[src/sv/dtem_pkg.sv]
package dtem_pkg;

    // text lengths per mode
    localparam logic [4:0] CMP_LEN = 5'd14;
    localparam logic [4:0] SEP_LEN = 5'd19;
    localparam logic [4:0] POS_MAX = 5'd31;

    // separator slot codes; digit slots are 0..13
    localparam logic [4:0] SLOT_DASH  = 5'd14;
    localparam logic [4:0] SLOT_GAP   = 5'd15;
    localparam logic [4:0] SLOT_COLON = 5'd16;

    localparam logic [7:0] CH_ZERO  = 8'h30;
    localparam logic [7:0] CH_NINE  = 8'h39;
    localparam logic [7:0] CH_DASH  = 8'h2D;
    localparam logic [7:0] CH_SPACE = 8'h20;
    localparam logic [7:0] CH_T     = 8'h54;
    localparam logic [7:0] CH_COLON = 8'h3A;

    // register map
    localparam logic ADDR_FORMAT_MODE = 1'b0;

    typedef enum logic [1:0] {
        ST_OK        = 2'd0,
        ST_MALFORMED = 2'd1,
        ST_RANGE     = 2'd2
    } t_status;

    typedef enum logic [2:0] {
        B_IDLE,
        B_DIV,
        B_LEAP,
        B_DAYS,
        B_SCALE,
        B_SUM
    } t_back_state;

    // one decoded text, handed from parser to the date math
    typedef struct packed {
        logic        err;
        logic [13:0] year;
        logic [6:0]  month;
        logic [6:0]  day;
        logic [6:0]  hour;
        logic [6:0]  minute;
        logic [6:0]  second;
    } t_job;

    // character position -> slot, separated mode
    function automatic logic [4:0] sep_slot(input logic [4:0] pos);
        logic [4:0] s;
        unique case (pos)
            5'd0:  s = 5'd0;
            5'd1:  s = 5'd1;
            5'd2:  s = 5'd2;
            5'd3:  s = 5'd3;
            5'd4:  s = SLOT_DASH;
            5'd5:  s = 5'd4;
            5'd6:  s = 5'd5;
            5'd7:  s = SLOT_DASH;
            5'd8:  s = 5'd6;
            5'd9:  s = 5'd7;
            5'd10: s = SLOT_GAP;
            5'd11: s = 5'd8;
            5'd12: s = 5'd9;
            5'd13: s = SLOT_COLON;
            5'd14: s = 5'd10;
            5'd15: s = 5'd11;
            5'd16: s = SLOT_COLON;
            5'd17: s = 5'd12;
            5'd18: s = 5'd13;
            default: s = 5'd0;
        endcase
        return s;
    endfunction

    function automatic logic [8:0] days_before_month(input logic [3:0] mon);
        logic [8:0] d;
        unique case (mon)
            4'd0:  d = 9'd0;
            4'd1:  d = 9'd31;
            4'd2:  d = 9'd59;
            4'd3:  d = 9'd90;
            4'd4:  d = 9'd120;
            4'd5:  d = 9'd151;
            4'd6:  d = 9'd181;
            4'd7:  d = 9'd212;
            4'd8:  d = 9'd243;
            4'd9:  d = 9'd273;
            4'd10: d = 9'd304;
            4'd11: d = 9'd334;
            default: d = 9'd0;
        endcase
        return d;
    endfunction

endpackage

[src/sv/dtem_front.sv]
module dtem_front import dtem_pkg::*; (
    input  logic       i_clk,
    input  logic       i_rst_n,
    input  logic       i_mode,
    input  logic       i_valid,
    input  logic [7:0] i_char,
    input  logic       i_last,
    input  logic       i_full,
    output logic       o_ready,
    output logic       o_push,
    output t_job       o_job
);

    logic [4:0] r_pos,  n_pos;
    logic [3:0] r_tens, n_tens;
    logic [13:0] r_year, n_year;
    logic [6:0] r_month, n_month, r_day, n_day, r_hour, n_hour;
    logic [6:0] r_minute, n_minute, r_second, n_second;
    logic       r_err, n_err;

    logic       accept;
    logic [4:0] limit;
    logic [4:0] slot;
    logic       is_digit;
    logic [3:0] digit;
    logic [6:0] pair;

    assign o_ready  = !i_full;
    assign accept   = i_valid && o_ready;
    assign limit    = i_mode ? SEP_LEN : CMP_LEN;
    assign slot     = i_mode ? sep_slot(r_pos) : r_pos;
    assign is_digit = (i_char >= CH_ZERO) && (i_char <= CH_NINE);
    assign digit    = i_char[3:0];
    assign pair     = 7'({3'b000, r_tens} * 7'd10) + {3'b000, digit};

    always_comb begin
        n_pos    = r_pos;
        n_tens   = r_tens;
        n_year   = r_year;
        n_month  = r_month;
        n_day    = r_day;
        n_hour   = r_hour;
        n_minute = r_minute;
        n_second = r_second;
        n_err    = r_err;
        o_push   = 1'b0;
        o_job    = '0;

        if (accept) begin
            priority if (r_pos >= limit) begin
                n_err = 1'b1;
            end else if (slot == SLOT_DASH) begin
                if (i_char != CH_DASH) n_err = 1'b1;
            end else if (slot == SLOT_GAP) begin
                if (i_char != CH_SPACE && i_char != CH_T) n_err = 1'b1;
            end else if (slot == SLOT_COLON) begin
                if (i_char != CH_COLON) n_err = 1'b1;
            end else if (!is_digit) begin
                n_err = 1'b1;
            end else if (!slot[0]) begin
                n_tens = digit;
            end else begin
                unique case (slot[3:1])
                    3'd0: n_year   = 14'({7'b0, pair} * 14'd100);
                    3'd1: n_year   = r_year + {7'b0, pair};
                    3'd2: n_month  = pair;
                    3'd3: n_day    = pair;
                    3'd4: n_hour   = pair;
                    3'd5: n_minute = pair;
                    default: n_second = pair;
                endcase
            end

            if (r_pos < POS_MAX) n_pos = r_pos + 5'd1;

            if (i_last) begin
                // length judged with the mode in force now
                o_push       = 1'b1;
                o_job.err    = n_err || (n_pos != limit);
                o_job.year   = n_year;
                o_job.month  = n_month;
                o_job.day    = n_day;
                o_job.hour   = n_hour;
                o_job.minute = n_minute;
                o_job.second = n_second;
                n_pos    = '0;
                n_tens   = '0;
                n_year   = '0;
                n_month  = '0;
                n_day    = '0;
                n_hour   = '0;
                n_minute = '0;
                n_second = '0;
                n_err    = 1'b0;
            end
        end
    end

    always_ff @(posedge i_clk) begin
        if (!i_rst_n) begin
            r_pos    <= '0;
            r_tens   <= '0;
            r_year   <= '0;
            r_month  <= '0;
            r_day    <= '0;
            r_hour   <= '0;
            r_minute <= '0;
            r_second <= '0;
            r_err    <= 1'b0;
        end else begin
            r_pos    <= n_pos;
            r_tens   <= n_tens;
            r_year   <= n_year;
            r_month  <= n_month;
            r_day    <= n_day;
            r_hour   <= n_hour;
            r_minute <= n_minute;
            r_second <= n_second;
            r_err    <= n_err;
        end
    end

endmodule

[src/sv/dtem_queue.sv]
module dtem_queue import dtem_pkg::*; (
    input  logic i_clk,
    input  logic i_rst_n,
    input  logic i_push,
    input  t_job i_job,
    input  logic i_pop,
    output logic o_full,
    output logic o_valid,
    output t_job o_job
);

    t_job       r_mem [2];
    logic       r_wr, r_rd;
    logic [1:0] r_cnt;

    assign o_full  = (r_cnt == 2'd2);
    assign o_valid = (r_cnt != 2'd0);
    assign o_job   = r_mem[r_rd];

    always_ff @(posedge i_clk) begin
        if (i_push && !o_full) r_mem[r_wr] <= i_job;
    end

    always_ff @(posedge i_clk) begin
        if (!i_rst_n) begin
            r_wr  <= 1'b0;
            r_rd  <= 1'b0;
            r_cnt <= '0;
        end else begin
            if (i_push && !o_full) r_wr <= !r_wr;
            if (i_pop && o_valid)  r_rd <= !r_rd;
            r_cnt <= r_cnt + 2'((i_push && !o_full) ? 1 : 0)
                           - 2'((i_pop && o_valid) ? 1 : 0);
        end
    end

endmodule

[src/sv/dtem_back.sv]
module dtem_back import dtem_pkg::*; (
    input  logic        i_clk,
    input  logic        i_rst_n,
    input  logic        i_q_valid,
    input  t_job        i_q_job,
    output logic        o_q_pop,
    output logic        o_m_tvalid,
    input  logic        i_m_tready,
    output logic [47:0] o_m_tdata,
    output logic [1:0]  o_m_tuser
);

    t_back_state r_state, n_state;

    t_job         r_job;
    t_status      r_stat;
    logic [3:0]   r_mon;
    logic [14:0]  r_year;
    logic [14:0]  r_yoff;
    logic [12:0]  r_lyq4;
    logic [7:0]   r_q100;
    logic [23:0]  r_days;
    logic signed [49:0] r_tday;
    logic [18:0]  r_tod;

    logic         r_m_tvalid;
    logic [47:0]  r_m_tdata;
    logic [1:0]   r_m_tuser;

    // month carry: mon0 / 12 via reciprocal, exact for mon0 < 128
    logic [6:0]   mon0;
    logic [14:0]  div12_prod;
    logic [3:0]   q12;
    // leap counts
    logic [14:0]  ly;
    logic [14:0]  ly_off;
    logic [27:0]  div100_prod;
    logic [23:0]  days_sum;
    logic signed [49:0] t_total;
    t_status      fin_stat;
    logic         out_free;

    assign mon0        = r_job.month - 7'd1;
    assign div12_prod  = {8'b0, mon0} * 15'd171;
    assign q12         = div12_prod[14:11];

    assign ly          = (r_mon <= 4'd1) ? (r_year - 15'd1) : r_year;
    assign ly_off      = ly - 15'd1900;
    assign div100_prod = {13'b0, ly_off} * 28'd5243;

    // floor((ly-1600)/400) = floor((floor((ly-1900)/100) + 3) / 4)
    assign days_sum = 24'(r_yoff) * 24'd365
                    + 24'(days_before_month(r_mon))
                    + 24'(r_lyq4)
                    + 24'((9'(r_q100) + 9'd3) >> 2)
                    + 24'(r_job.day)
                    - 24'(r_q100)
                    - 24'd1;

    assign t_total  = r_tday + 50'($signed({1'b0, 29'({10'b0, r_tod} * 29'd1000)}));
    assign fin_stat = (r_stat == ST_OK && t_total < 0) ? ST_RANGE : r_stat;
    assign out_free = !r_m_tvalid || i_m_tready;

    assign o_q_pop    = (r_state == B_IDLE) && i_q_valid;
    assign o_m_tvalid = r_m_tvalid;
    assign o_m_tdata  = r_m_tdata;
    assign o_m_tuser  = r_m_tuser;

    always_comb begin
        n_state = r_state;
        unique case (r_state)
            B_IDLE:  if (i_q_valid) n_state = B_DIV;
            B_DIV:   n_state = B_LEAP;
            B_LEAP:  n_state = B_DAYS;
            B_DAYS:  n_state = B_SCALE;
            B_SCALE: n_state = B_SUM;
            B_SUM:   if (out_free) n_state = B_IDLE;
            default: n_state = B_IDLE;
        endcase
    end

    always_ff @(posedge i_clk) begin
        if (!i_rst_n) r_state <= B_IDLE;
        else          r_state <= n_state;
    end

    always_ff @(posedge i_clk) begin
        unique case (r_state)
            B_IDLE: begin
                if (i_q_valid) r_job <= i_q_job;
            end
            B_DIV: begin
                r_mon  <= 4'(mon0 - 7'({3'b0, q12} * 7'd12));
                r_year <= {1'b0, r_job.year} + {11'b0, q12};
                if (r_job.err)                 r_stat <= ST_MALFORMED;
                else if (r_job.month == 7'd0)  r_stat <= ST_RANGE;
                else                           r_stat <= ST_OK;
            end
            B_LEAP: begin
                if (r_stat == ST_OK && r_year < 15'd1970) r_stat <= ST_RANGE;
                r_yoff <= r_year - 15'd1970;
                r_lyq4 <= 13'((ly - 15'd1968) >> 2);
                r_q100 <= div100_prod[26:19];
            end
            B_DAYS: begin
                r_days <= days_sum;
            end
            B_SCALE: begin
                r_tday <= 50'($signed(r_days) * 28'sd86400000);
                r_tod  <= 19'({12'b0, r_job.hour} * 19'd3600)
                        + 19'({12'b0, r_job.minute} * 19'd60)
                        + {12'b0, r_job.second};
            end
            B_SUM: ;
            default: ;
        endcase
    end

    // result register
    always_ff @(posedge i_clk) begin
        if (r_state == B_SUM && out_free) begin
            r_m_tdata <= (fin_stat == ST_OK) ? t_total[47:0] : 48'd0;
            r_m_tuser <= fin_stat;
        end
    end

    always_ff @(posedge i_clk) begin
        if (!i_rst_n) begin
            r_m_tvalid <= 1'b0;
        end else if (r_state == B_SUM && out_free) begin
            r_m_tvalid <= 1'b1;
        end else if (i_m_tready) begin
            r_m_tvalid <= 1'b0;
        end
    end

endmodule

[src/sv/datetime_text_to_epoch_ms.sv]
// Channel     | Handshake              | Payload
// ------------+------------------------+---------------------------------------------
// text in     | s_tvalid / s_tready    | s_tdata = char_code[7:0], s_tlast = last_char
// result out  | m_tvalid / m_tready    | m_tdata = epoch_ms[47:0], m_tuser = status
// config      | psel/penable/pwrite    | 0x0: format_mode (bit 0)
//
// Characters are taken one per cycle while the request queue has room; s_tready
// drops only when two finished texts are already queued for the date math.
// Each finished text goes through the date unit's steps (queue pop, month carry,
// leap counts, day count, scale to ms, final sum), split to keep each one short.
// With no output stall, texts of 6 or more characters keep input at full pace; a
// run of shorter (malformed) texts fills the queue and stalls input.
// Reset is synchronous, active low, and clears the parser, queue, date unit and
// format_mode; it acts on the next rising clock edge, with no clearing pass.
// A stalled result holds in the output register; the parser keeps going until
// the queue behind it is full.
module datetime_text_to_epoch_ms import dtem_pkg::*; (
    input  logic        i_clk,
    input  logic        i_rst_n,
    // text stream
    input  logic        s_tvalid,
    output logic        s_tready,
    input  logic [7:0]  s_tdata,   // [7:0] char_code
    input  logic        s_tlast,   // last_char
    // result stream
    output logic        m_tvalid,
    input  logic        m_tready,
    output logic [47:0] m_tdata,   // [47:0] epoch_ms
    output logic [1:0]  m_tuser,   // [1:0] status
    // register port
    input  logic        psel,
    input  logic        penable,
    input  logic        pwrite,
    input  logic [2:0]  paddr,
    input  logic [31:0] pwdata,
    output logic [31:0] prdata,
    output logic        pready
);

    logic r_mode;
    logic cfg_wr;

    // parser -> queue -> date unit
    logic q_push, q_full, q_valid, q_pop;
    t_job push_job, pop_job;

    // only format_mode exists; paddr bits [1:0] are not decoded
    assign pready = 1'b1;
    assign cfg_wr = psel && penable && pwrite && pready;
    assign prdata = (paddr[2] == ADDR_FORMAT_MODE) ? {31'b0, r_mode} : 32'b0;

    always_ff @(posedge i_clk) begin
        if (!i_rst_n) begin
            r_mode <= 1'b0;
        end else if (cfg_wr && paddr[2] == ADDR_FORMAT_MODE) begin
            r_mode <= pwdata[0];
        end
    end

    // front: checks each character against the mode and builds the fields
    dtem_front u_front (
        .i_clk   (i_clk),
        .i_rst_n (i_rst_n),
        .i_mode  (r_mode),
        .i_valid (s_tvalid),
        .i_char  (s_tdata),
        .i_last  (s_tlast),
        .i_full  (q_full),
        .o_ready (s_tready),
        .o_push  (q_push),
        .o_job   (push_job)
    );

    // two-deep request queue between parser and date math
    dtem_queue u_queue (
        .i_clk   (i_clk),
        .i_rst_n (i_rst_n),
        .i_push  (q_push),
        .i_job   (push_job),
        .i_pop   (q_pop),
        .o_full  (q_full),
        .o_valid (q_valid),
        .o_job   (pop_job)
    );

    // back: calendar arithmetic and result register
    dtem_back u_back (
        .i_clk      (i_clk),
        .i_rst_n    (i_rst_n),
        .i_q_valid  (q_valid),
        .i_q_job    (pop_job),
        .o_q_pop    (q_pop),
        .o_m_tvalid (m_tvalid),
        .i_m_tready (m_tready),
        .o_m_tdata  (m_tdata),
        .o_m_tuser  (m_tuser)
    );

endmodule

[config.mk]
export PLATFORM = sky130hd
export DESIGN_NAME = datetime_text_to_epoch_ms
export DESIGN_NICKNAME = d
export VERILOG_FILES = /design/src/sv/dtem_pkg.sv /design/src/sv/dtem_front.sv /design/src/sv/dtem_queue.sv /design/src/sv/dtem_back.sv /design/src/sv/datetime_text_to_epoch_ms.sv
export SDC_FILE = /design/constraint.sdc
export NUM_CORES = 2
export LEC_CHECK = 0
export ABC_AREA = 1
export BUFFER_PORTS_ARGS = -buffer_cell sky130_fd_sc_hd__buf_4
export CORE_UTILIZATION = 59
export DETAILED_ROUTE_END_ITERATION = 16
export GPL_TIMING_DRIVEN = 0
export PLACE_DENSITY = 0.84
export SLEW_MARGIN = 0
export SYNTH_ARGS = -nofsm -noshare
export SYNTH_HDL_FRONTEND = slang
export SYNTH_SLANG_ARGS = --single-unit
[constraint.sdc]
create_clock -name i_clk -period 5.85 [get_ports i_clk]
set_input_delay 1.17 -clock i_clk [delete_from_list [all_inputs] [get_ports i_clk]]
set_output_delay 1.17 -clock i_clk [all_outputs]
set_load 0.02 [all_outputs]
==> Word-level counts from Yosys, hierarchy flattened <==
Memories as Yosys holds them, arrays and structs flattened. A register that Yosys moved wholly into a read port is not among the register bits.
Cells that the tools add are included.
{ "word_totals": {"rom_bits": 304, "wordCells": 221, "latchBits": 0, "inputBits": 51, "mem_count": 3, "register_bits": 258, "output_inout_bits": 85, "ram_bits": 100} }
{ "mem_list": {"columns": ["name", "depth", "width", "rd", "rd_ports_with_merged_regs", "wr", "line_no", "text"], "rows": [
  ["(no name shown)", 32, 5, 1, 1, 0, "dtem_pkg.sv:52", "unique case (pos)"],
  ["(no name shown)", 16, 9, 1, 1, 0, "dtem_pkg.sv:79", "unique case (mon)"],
  ["u_queue.r_mem", 2, 50, 1, 1, 1, "dtem_queue.sv:12", "t_job r_mem [2];"]
]} }
{ "classes": {"multipliers": 10, "reduce_logical": 32, "n_addsub": 22, "order_cmp": 7, "bitwise": 1, "shift": 0, "mux": 93, "n_eq_ne": 27, "div_mod_pow": 0} }
{ "op_table": {"columns": ["operator", "count"], "rows": [
  ["7-bit 2-to-1 mux", 40],
  ["50-bit 2-to-1 mux", 2],
  ["14-bit 2-to-1 mux", 7],
  ["50-bit by 30-bit adder with 50-bit output", 1],
  ["50-bit by 1-bit less-than comparator with 1-bit output (second input constant)", 1],
  ["15-bit by 11-bit subtractor with 15-bit output (second input constant)", 3],
  ["24-bit by 18-bit multiplier with 40-bit output (second input constant)", 1],
  ["5-bit 2-to-1 mux", 7],
  ["4-bit 2-to-1 mux", 8],
  ["7-bit by 8-bit multiplier with 15-bit output (second input constant)", 2],
  ["14-bit case mux with 2 select lines", 1],
  ["15-bit by 13-bit multiplier with 27-bit output (second input constant)", 1],
  ["19-bit by 7-bit multiplier with 26-bit output (second input constant)", 1],
  ["24-bit by 13-bit adder with 24-bit output", 1],
  ["24-bit by 22-bit adder with 24-bit output", 1],
  ["24-bit by 7-bit adder with 24-bit output", 1],
  ["24-bit by 9-bit adder with 24-bit output", 1],
  ["15-bit by 9-bit multiplier with 24-bit output (second input constant)", 1],
  ["8-bit by 6-bit != test with 1-bit output (second input constant)", 3],
  ["24-bit by 1-bit subtractor with 24-bit output (second input constant)", 1],
  ["24-bit by 8-bit subtractor with 24-bit output", 1],
  ["19-bit by 13-bit adder with 19-bit output", 1],
  ["19-bit by 7-bit adder with 19-bit output", 1],
  ["1-bit 2-to-1 mux", 19],
  ["other kinds (46)", 86]
]} }

==> Depth between registers and ports, before layout <==
{ "depth": {"word_depth": 12, "depth_mapped": 40, "ltp_nobuf": 40} }

==> By module <==
Synthesis repeated with hierarchy kept, for this count alone.
{ "unflattened": {"cells_unflattened": 4957, "area_unflattened_um2": 44888.1} }
{ "by_module_without_submodules": {"columns": ["mod", "seq_area_each_um2", "n_inst", "cells_each", "area_each_um2"], "rows": [
  ["dtem_back", 7377.1, 1, 3726, 34559.4],
  ["dtem_front", 1281.2, 1, 990, 5898.2],
  ["dtem_queue", 3103.0, 1, 195, 4116.4],
  ["datetime_text_to_epoch_ms", 20.0, 1, 46, 314.1]
]} }

==> Least setup slack after synthesis <==
No wires, ideal clock.
{ "synth_path": {"kind": "reg-to-reg", "startpoint": "reg u_back.r_year[0]", "endpoint": "reg u_back.r_q100[6], data pin", "synth_period_minus_slack_ns": 6.003, "t_arrival_ns": 5.745, "n_path_buf": 0, "stages_incl_launch_ff": 33, "path_slack_ns": -0.153, "cell_sequence": "edfxtp_1 -> inv_1 -> ha_1 -> nand2_1 -> nor2_4 -> nand2_1 -> nand2_1 -> inv_1 -> ha_1 -> a21oi_1 -> inv_1 -> nand2_1 -> nand2_2 -> xor2_1 -> inv_1 -> fa_1 -> inv_1 -> ha_1 -> inv_1 -> fa_1 -> inv_1 -> fa_1 -> inv_1 -> fa_1 -> inv_1 -> ha_1 -> a21oi_1 -> o21ai_0 -> a21oi_1 -> nand3_1 -> nand4_1 -> nand3_1 -> xor2_1"} }
{ "synth_between": {"elab_chain_cells": 4} }
{ "synth_rtl": {"columns": ["element", "line_no", "text"], "rows": [
  ["start, declared", "dtem_back.sv:18", "logic [14:0] r_year;"],
  ["start signal, assigned", "dtem_back.sv:94", "r_year <= {1'b0, r_job.year} + {11'b0, q12};"],
  ["15-bit by 1-bit subtractor with 15-bit output", "dtem_back.sv:47", "assign ly = (r_mon <= 4'd1) ? (r_year - 15'd1) : r_year;"],
  ["15-bit 2-to-1 mux (*)", "dtem_back.sv:47", null],
  ["15-bit by 11-bit subtractor with 15-bit output (*)", "dtem_back.sv:48", "assign ly_off = ly - 15'd1900;"],
  ["15-bit by 13-bit multiplier with 27-bit output (*)", "dtem_back.sv:49", "assign div100_prod = {13'b0, ly_off} * 28'd5243;"],
  ["net u_back.div100_prod[25]", "dtem_back.sv:37", "logic [27:0] div100_prod;"],
  ["end signal, assigned", "dtem_back.sv:103", "r_q100 <= div100_prod[26:19];"],
  ["end, declared", "dtem_back.sv:21", "logic [7:0] r_q100;"]
]} }
Mark *: on every way through the listed nets, which the timed path passes. The rest lies on a longest branch.
A chain may end at the register's enable or synchronous reset.

==> Final worst setup path <==
{ "layout_path": {"startpoint": "reg u_back.r_q100[1]", "endpoint": "reg u_back.r_days[8], data pin"} }
{ "layout_between": {"elab_chain_cells": 5} }
{ "layout_rtl": {"columns": ["element", "line_no", "text"], "rows": [
  ["8-bit by 2-bit adder with 9-bit output", "dtem_back.sv:55", "+ 24'((9'(r_q100) + 9'd3) >> 2)"],
  ["24-bit by 22-bit adder with 24-bit output", "dtem_back.sv:55", null],
  ["24-bit by 7-bit adder with 24-bit output", "dtem_back.sv:56", "+ 24'(r_job.day)"],
  ["24-bit by 8-bit subtractor with 24-bit output (*)", "dtem_back.sv:57", "- 24'(r_q100)"],
  ["24-bit by 1-bit subtractor with 24-bit output (*)", "dtem_back.sv:58", "- 24'd1;"],
  ["net u_back.days_sum[8]", "dtem_back.sv:38", "logic [23:0] days_sum;"],
  ["end signal, assigned", "dtem_back.sv:106", "r_days <= days_sum;"],
  ["end, declared", "dtem_back.sv:22", "logic [23:0] r_days;"]
]} }
Marks and branches as above.

==> impl_metrics.env <==
export IMPL_pin_count=136
export IMPL_cts_root_buffer="clkbuf_16"
export IMPL_r2r_end="u_back.r_days[8]$_DFFE_PN_"
export IMPL_fmax_ghz=0.158
export IMPL_rsz0062_at_grt="yes"
export IMPL_die_width_um=275
export IMPL_hold_violations=0
export IMPL_cts_buffers=47
export IMPL_globalRouteOverflowTotal=0
export IMPL_pre_cts_ws_ns=-1.04
export IMPL_yosysTopAreaCell="edfxtp_1"
export IMPL_clk_latency_ns=0.62
export IMPL_crit_type="reg2reg"
export IMPL_synthFlopType="edfxtp_1"
export IMPL_clock_sinks=419
export IMPL_worst_pin_slew_ns=1.33
export IMPL_start_util=0.599
export IMPL_min_period_ns=6.32
export IMPL_finalCritPeriodShare=1.08
export IMPL_clk_pin_slew_ns=0.07
export IMPL_yosysWarnings=0
export IMPL_grt_pass1_wl_um=172000
export IMPL_port_buffers=66
export IMPL_cp_required_ns=6.18
export IMPL_path_buf_inv=9
export IMPL_cts_tree="built"
export IMPL_netlist_area_um2=44000
export IMPL_crit_path_end="u_back.r_days[8]$_DFFE_PN_"
export IMPL_grt_pass1_vias=35600
export IMPL_dieHeight_um=275
export IMPL_via_count=36000
export IMPL_final_max_slew_viol_count=0
export IMPL_critical_path_max_stage_delay_ns=0.58
export IMPL_avgSynthCellArea_um2=8.93
export IMPL_async_flop_share=0
export IMPL_synth_cells=4923
export IMPL_drc=10
export IMPL_drive_above_1_share=0.171
export IMPL_relSlewSlack=0.110
export IMPL_core_rowCount=99
export IMPL_crit_cells=27
export IMPL_place_congestion=0.957
export IMPL_yosysTopAreaCellShare=0.230
export IMPL_dieArea_um2=75600
export IMPL_cpMaxStageDelayCell="fa_2"
export IMPL_grt_max_degree=39
export IMPL_utilization=0.706
export IMPL_max_cap_viol_count=0
export IMPL_crit_start="u_back.r_q100[1]$_DFFE_PN_"
export IMPL_endpoint_kind="flop"
export IMPL_rr_worst_depth=27
export IMPL_rr_startpoint="u_back.r_q100[1]$_DFFE_PN_"
export IMPL_fin_ws_ns=-0.468
export IMPL_clk_path_buf_depth=3
export IMPL_first_iter_violations=3471
export IMPL_reg2reg_setup_slack_ns=-0.47
export IMPL_antenna_found_initial=0
export IMPL_synth_seq_cells=419
export IMPL_grt_usage=0.283
export IMPL_synth_cell_types=63
export IMPL_dp_hpwl_um=79100
export IMPL_synth_area_leaders="edfxtp_1, fa_1, ha_1"
export IMPL_synth_most_common_cell="inv_1"
export IMPL_cp_top_family="adder cells"
export IMPL_setup_viol=89
export IMPL_nets=6367
export IMPL_worstPathArrival_ns=6.64
export IMPL_worstSetupStartpointType="flop"
export IMPL_totalWireLength_um=120000
export IMPL_num_antenna_cells=0
export IMPL_wire_per_inst_um=19.1
export IMPL_fp_coreArea_um2=73300
export IMPL_status="finished, violations left"
export IMPL_hp_class="reg2reg"
export IMPL_area_growth_pct=17.8
export IMPL_synth_edf_count=337
export IMPL_h_tree_depth=2
export IMPL_n_fill_cell=4809
export IMPL_final_antenna_net_count=0
export IMPL_viasPerCell=5.74
export IMPL_first_pass_iters=14
export IMPL_violations="design-rule violations, negative setup slack"
export IMPL_ys_seq_area_frac=0.268
export IMPL_synthTopCellsByCount="inv_1, nand2_1, ha_1"
export IMPL_cp_max_fo=4
export IMPL_crit_path_frequent_cell="fa_1"
export IMPL_skew_ns=0.0419
[how the worst min path moves through the flow]
stage / endpoint / slack [ns] / start / cells past startpoint
after global routing: u_back.r_tod[0]$_DFFE_PN_ / 0.48 / u_back.r_job[0]$_DFFE_PP_ / 0
after CTS: u_back.r_tod[0]$_DFFE_PN_ / 0.46 / u_back.r_job[0]$_DFFE_PP_ / 0
after global placement: u_back.r_tod[0]$_DFFE_PN_ / 0.45 / u_back.r_job[0]$_DFFE_PP_ / 0
after detailed placement: u_back.r_tod[0]$_DFFE_PN_ / 0.45 / u_back.r_job[0]$_DFFE_PP_ / 0
after floorplan: u_back.r_tod[0]$_DFFE_PN_ / 0.40 / u_back.r_job[0]$_DFFE_PP_ / 0
final: u_front.r_second[3]$_SDFFE_PN0P_ / 0.47 / u_front.r_second[3]$_SDFFE_PN0P_ / 2
[metrics by stage]
step / std cells / TNS (ns) / hold WS, ns / instance area (um^2)
after CTS: 6179 / -2.66 / 0.464 / 49600
after global routing: 6274 / -34.90 / 0.480 / 51800
after global placement: 5981 / -67.26 / 0.451 / 45800
after detailed placement: 5987 / -56.46 / 0.452 / 46000
after floorplan: 4956 / 0 / 0.400 / 44100
final: 6274 / -18.79 / 0.465 / 51800
[repair_timing]
action                     4_1_cts  5_1_grt
setup endpoints to repair       92       99
resized for setup              278      329
pin swaps                      136      221
buffers inserted               104       99
hold buffers                     0        0
gates cloned                     3        1
[layout make-up]
class	count	area [um^2]	area share
buffer	82	509	0.00984
clock buffer	57	1230	0.0239
clock inverter	29	458	0.00885
inverter	1101	4160	0.0804
multi-input combinational	3352	30100	0.582
sequential	419	11800	0.227
tap	959	1200	0.0232
timing repair buffer	275	2330	0.0451
[worst min-delay path, delay by kind of cell, from the launching register on]
kind             cells  cell delay [ns]
AND/OR/NAND/NOR      1             0.06
AO/OA/AOI/OAI        1             0.05
flip-flops           1             0.31
[cells by family (layout without fill, tap and decap cells)]
kind of cell    count (synthesis)  count (layout)  synth area share
flops                         419             419             0.268
buf+inv                      1185            1544             0.106
compound gates                506             506            0.0648
other cells                     2              35          0.000171
xor+xnor                      229             229            0.0456
simple gates                 1543            1543             0.150
fa+ha+maj                    1039            1039             0.366
[cell usage in the layout, fill, tap and decap left out, drive strengths merged, types with 17 or more instances in the layout]
master,instances
a21o,27
a21oi,233
buf,322
clkbuf,92
clkinv,17
conb,35
dfxtp,82
edfxtp,337
fa,411
ha,627
inv,1101
nand2,888
nand3,195
nand4,54
nor2,327
nor3,45
o21ai,148
o21bai,19
xnor2,74
xor2,155
[registers in the layout (all words and copies together) (netlist names), 3 cells and up, named ones only]
signal and count:
u_back.r_state 3, u_front.r_hour 7, u_front.r_pos 5, u_back.r_tday 40, u_front.r_month 7, u_back.r_job 50
u_queue.r_mem 100, u_front.r_minute 7, u_back.r_lyq4 13, u_front.r_year 14, u_back.r_yoff 15, u_back.r_days 24
u_front.r_second 7, u_back.o_m_tdata 45, u_back.r_q100 8, u_back.r_year 15, u_front.r_day 7, u_front.r_tens 4
u_back.r_tod 19, u_back.r_mon 4
[routing by layer]
metal  up-vias  global-route usage  wire length (um)
met5         -                   0                 0
met2      2003               0.519             60600
li1      16300                   -                 -
met3       662              0.0330              8380
met1     17100               0.329             42800
met4         0               0.129              8030
Power is left out: the tool's default activity adds up to more than one toggle a clock period on the data nets, which glitch-free logic cannot reach.
